## config.mk

```make
export PLATFORM = sky130hd
export DESIGN_NAME = ffba_scan
export DESIGN_NICKNAME = d
export VERILOG_FILES = /design/src/rtl/first_fit_bitmap_allocator_macros.svh /design/src/rtl/ffba_pkg.sv /design/src/rtl/ffba_scan.sv
export SDC_FILE = /design/constraint.sdc
export NUM_CORES = 1
export LEC_CHECK = 0
export BUFFER_PORTS_ARGS = -buffer_cell sky130_fd_sc_hd__buf_2
export CAP_MARGIN = 20
export CORE_MARGIN = 2
export CORE_UTILIZATION = 30
export DETAILED_ROUTE_END_ITERATION = 12
export PLACE_DENSITY_LB_ADDON = 0.08
export SYNTH_ARGS = -nofsm -noshare
export SYNTH_HDL_FRONTEND = slang
export SYNTH_SLANG_ARGS = --single-unit
```

## constraint.sdc

```tcl
create_clock -name vclk -period 15.1
set_input_delay 1.51 -clock vclk [all_inputs]
set_output_delay 1.51 -clock vclk [all_outputs]
set_load 0.005 [all_outputs]
```

## src/rtl/first_fit_bitmap_allocator_macros.svh

```systemverilog
// Assertion macros for the first-fit bitmap allocator.
// Included by the top level; depends on nothing else.
`ifndef FIRST_FIT_BITMAP_ALLOCATOR_MACROS_SVH
`define FIRST_FIT_BITMAP_ALLOCATOR_MACROS_SVH

// Check a condition in the same cycle as its trigger.
`define FFBA_CHECK(label, clk, rst_n, ante, cons, msg) \
    label: assert property (@(posedge clk) disable iff (!(rst_n)) (ante) |-> (cons)) \
        else $error(msg);

// Check a condition in the cycle after its trigger.
`define FFBA_CHECK_NEXT(label, clk, rst_n, ante, cons, msg) \
    label: assert property (@(posedge clk) disable iff (!(rst_n)) (ante) |=> (cons)) \
        else $error(msg);

`endif

```

## src/rtl/ffba_pkg.sv

```systemverilog
// Shared types and constants of the first-fit bitmap allocator.
// Used by ffba_scan and the top level; depends on nothing.
package ffba_pkg;

    localparam int CNT_W  = 14;
    localparam int IDX_W  = 8;
    localparam int DATA_W = 32;

    localparam logic [CNT_W-1:0] RESET_VALID_BITS = 14'd8192;

    localparam logic [1:0] OP_LOAD_WORD   = 2'd0;
    localparam logic [1:0] OP_LOAD_COUNTS = 2'd1;
    localparam logic [1:0] OP_ALLOCATE    = 2'd2;

    typedef struct packed {
        logic [1:0]        operation;
        logic [IDX_W-1:0]  word_index;
        logic [DATA_W-1:0] word_data;
        logic [CNT_W-1:0]  super_count;
        logic [CNT_W-1:0]  group_count;
    } t_in_item;

    typedef struct packed {
        logic              found;
        logic [CNT_W-1:0]  entry_number;
        logic [IDX_W-1:0]  changed_index;
        logic [DATA_W-1:0] changed_data;
        logic [CNT_W-1:0]  super_free;
        logic [CNT_W-1:0]  group_free;
    } t_out_item;

    typedef struct packed {
        logic hit;
        logic last;
    } t_scan_flags;

    typedef enum logic [2:0] {
        ST_CLEAR = 3'b001,
        ST_IDLE  = 3'b010,
        ST_SCAN  = 3'b100
    } t_state;

endpackage

```

## src/rtl/ffba_scan.sv

```systemverilog
// Word checker: lowest clear bit below the limit, and the word with it set.
// Depends on ffba_pkg for the flag struct.
module ffba_scan #(
    parameter int WORD_BITS = 32,
    parameter int LW        = 15
) (
    input  logic [WORD_BITS-1:0]                              i_word,
    input  logic [LW-1:0]                                     i_base,
    input  logic [LW-1:0]                                     i_limit,
    output ffba_pkg::t_scan_flags                             o_flags,
    output logic [(WORD_BITS > 1 ? $clog2(WORD_BITS) : 1)-1:0] o_bit,
    output logic [WORD_BITS-1:0]                              o_word
);
    import ffba_pkg::*;

    localparam int BIW = WORD_BITS > 1 ? $clog2(WORD_BITS) : 1;

    logic [LW-1:0]        w_rem;
    logic [LW-1:0]        w_end;
    logic [WORD_BITS-1:0] w_free;
    logic [BIW-1:0]       w_bit;

    assign w_rem = (i_limit > i_base) ? (i_limit - i_base) : '0;
    assign w_end = i_base + LW'(WORD_BITS);

    always_comb begin
        for (int b = 0; b < WORD_BITS; b++) begin
            w_free[b] = !i_word[b] && (LW'(b) < w_rem);
        end
    end

    always_comb begin
        w_bit = '0;
        for (int b = WORD_BITS - 1; b >= 0; b--) begin
            if (w_free[b]) begin
                w_bit = BIW'(b);
            end
        end
    end

    assign o_flags.hit  = |w_free;
    assign o_flags.last = w_end >= i_limit;
    assign o_bit        = w_bit;
    assign o_word       = i_word | (WORD_BITS'(1) << w_bit);

endmodule

```

==> metrics.md <==
| Metric | Value |
|---|---|
| Iter 0 DRT Violations | 314 |
| WHS | 3.30 ns |
| Wire length on met1 | 5480 um |
| Via count | 3755 |
| Nets@finish | 630 |
| Post-synthesis sequential area ratio | 0 |
| Reg power frac | 0 |
| Status | finished, final reports clean |
| Placed Instances | 667 |
| Area of the die | 0.0109 mm2 |
| Final min period | 7.95 ns |
| Worst Hold Class | in -> out |
| Crit path DAT | 6.44 ns |
| Internal | 0.0627 mW |
| Count leader, synth | inv_1 |
| RSZ-0062 raised after global routing | no |
| Post-synth top area share | 0.128 |
| Sw frac | 0.638 |
| Post-route setup TNS | 0 ns |
| DR top layer | met4 |
| Combinational power share | 1.000 |
| Synth area leader | ha_1 |
| Synthesized netlist cell count | 453 |
| Crit share post-route | 0.526 |
| Clock power frac | 0 |
| Synth Warn # | 0 |
| Number of nets still failing antenna checks after routing | 0 |
| PortBufs | 100 |
| Avg Cell Area, Syn | 6.70 um2 |
| Pwr/cell area | 47.8 mW/mm2 |
| CP Max Fanout | 15 |
| Seq_cells | 0 |
| IO Count | 101 |
| CTS Hold Bufs | 0 |
| Distinct cells, synth | 78 |
| Post-place setup slack | 7.17 ns |
| Total Routing Usage GR | 0.192 |
| Synth Net Count | 547 |
| Area growth, synth to finish | 19.3% |
| Initial antenna violation count | 0 |
| Net load switching power | 0.110 mW |
| Ranking of synthesized cells by area | ha_1 (13%), a21oi_1 (6.4%), inv_1 (5.2%) |
| Clkbuf count | 0 |
| Residual DRC | 0 |
| GPL Wtd Cong | 0.907 |
| Final setup margin | 7.15 ns |
| Core area | 0.00982 mm2 |
| Number of post-CTS setup repair buffers | 0 |
| 1st-pass router iterations | 5 |
| Wire per inst | 16.3 um |
| Register area | 0 um2 |
| Worst vdd ir | 0.0208 mV |
| Cell area after synthesis | 0.00304 mm2 |
| Pleak | 1.69 nW |
| Num rows | 36 |
| Die X | 105 um |
| Endpoints failing setup | 0 |
| Slew @ Worst Pin | 0.795 ns |
| Routed WL | 10900 um |
| Vias per Instance | 5.63 |
| Worst setup path class | in -> out |
| CP Launch Type | input pin |
| Die height | 105 um |
| CP required | 13.59 ns |
| Initial core utilization | 0.309 |
| Final Hold Fails | 0 |
| Non-filler cells, final | 667 |
| Design Power | 0.173 mW |
| Grt ovf | 0 |
| Relative slew slack | 0.463 |
| First-pass GRT wire length | 17900 um |
| Post-synth top cells | inv_1 (42), a21oi_1 (39), nor2_1 (39), nand2_1 (34), ha_1 (31) |
| Routed wl met2 | 4800 um |
| Vias in the first global route | 3487 |
| Max-cap violations | 0 |
| Resized Gates After CTS | 0 |
| Pin count of the biggest net entering global routing | 29 |
| Metal3 WL | 578 um |
| FMAX | 0.126 GHz |
| CP Capture Type | output pin |
| Final Slew Violations | 0 |
| Estimated wirelength of the detail-placed design | 9190 um |
| Layout cells sized above 1 | 0.262 |
| Diode count | 0 |
kinds of logic after synthesis:
family,count (synthesis),share of synthesized area
AO/OA/AOI/OAI,186,0.459
XOR/XNOR,16,0.0461
adder cells (fa/ha/maj),32,0.134
buffers and inverters,65,0.0869
multiplexers,3,0.0103
other,1,0.00123
AND/OR/NAND/NOR,150,0.262
area by class of cell:
cell class / instances / area (um2)
fill: 1136 / 6200
multi-input combinational: 388 / 2780
timing repair buffer: 102 / 515
inverter: 44 / 165
tap: 133 / 166
power by group through the flow:
stage | registers (mW) | clock network, mW | logic [mW]
after CTS | 0 | 0 | 0.171
after floorplan | 0 | 0 | 0.119
after global placement | 0 | 0 | 0.171
final | 0 | 0 | 0.173
after detailed placement | 0 | 0 | 0.170
after global routing | 0 | 0 | 0.192
cells in the final DEF, fill, tap and decap left out, drive strengths merged, types with 3 or more instances in the layout:
master  count
nor3       10
nor4        7
nand4       5
a211oi      8
xnor2       9
nor2       39
a311oi      4
nor2b      10
a211o       4
nand2      34
or2         3
o22ai       5
a31oi       5
o211ai      8
a31o       27
o31ai       7
inv        44
and2        5
nand2b      7
a21oi      40
nand3      12
or4         4
xor2        7
o21ai      28
a21o       11
and3        5
nor3b       4
ha         31
o21a       10
buf       102
stage by stage:
step,util,instance area (um2)
after CTS,0.369,3620
after global placement,0.369,3620
after global routing,0.369,3620
after floorplan,-,3040
final,0.369,3620
after detailed placement,0.369,3620
layer usage:
layer,vias up,GRT usage
met1,1758,0.301
met4,0,0.00571
met3,2,0.00749
met5,-,0
met2,117,0.304
li1,1878,-
worst paths after layout:
| path | startpoint | cells past startpoint | end |
|---|---|---|---|
| min | i_word[19] | 3 | o_word[19] |
| max | i_base[0] | 18 | o_word[2] |
critical path: stages:
cell,delay [ns]
buf_2,0.11
ha_1,0.22
fa_1,0.40
nand2b_1,0.20
a21oi_1,0.37
and3_1,0.22
o21ai_1,0.06
a41o_1,0.25
nor4_1,0.51
nand3_1,0.39
o221ai_1,0.40
o221ai_1,0.19
a311oi_1,0.31
o21ai_1,0.16
a31oi_4,0.48
inv_2,0.22
o31ai_1,0.28
buf_2,0.16
(Power assumes the default switching activity.)
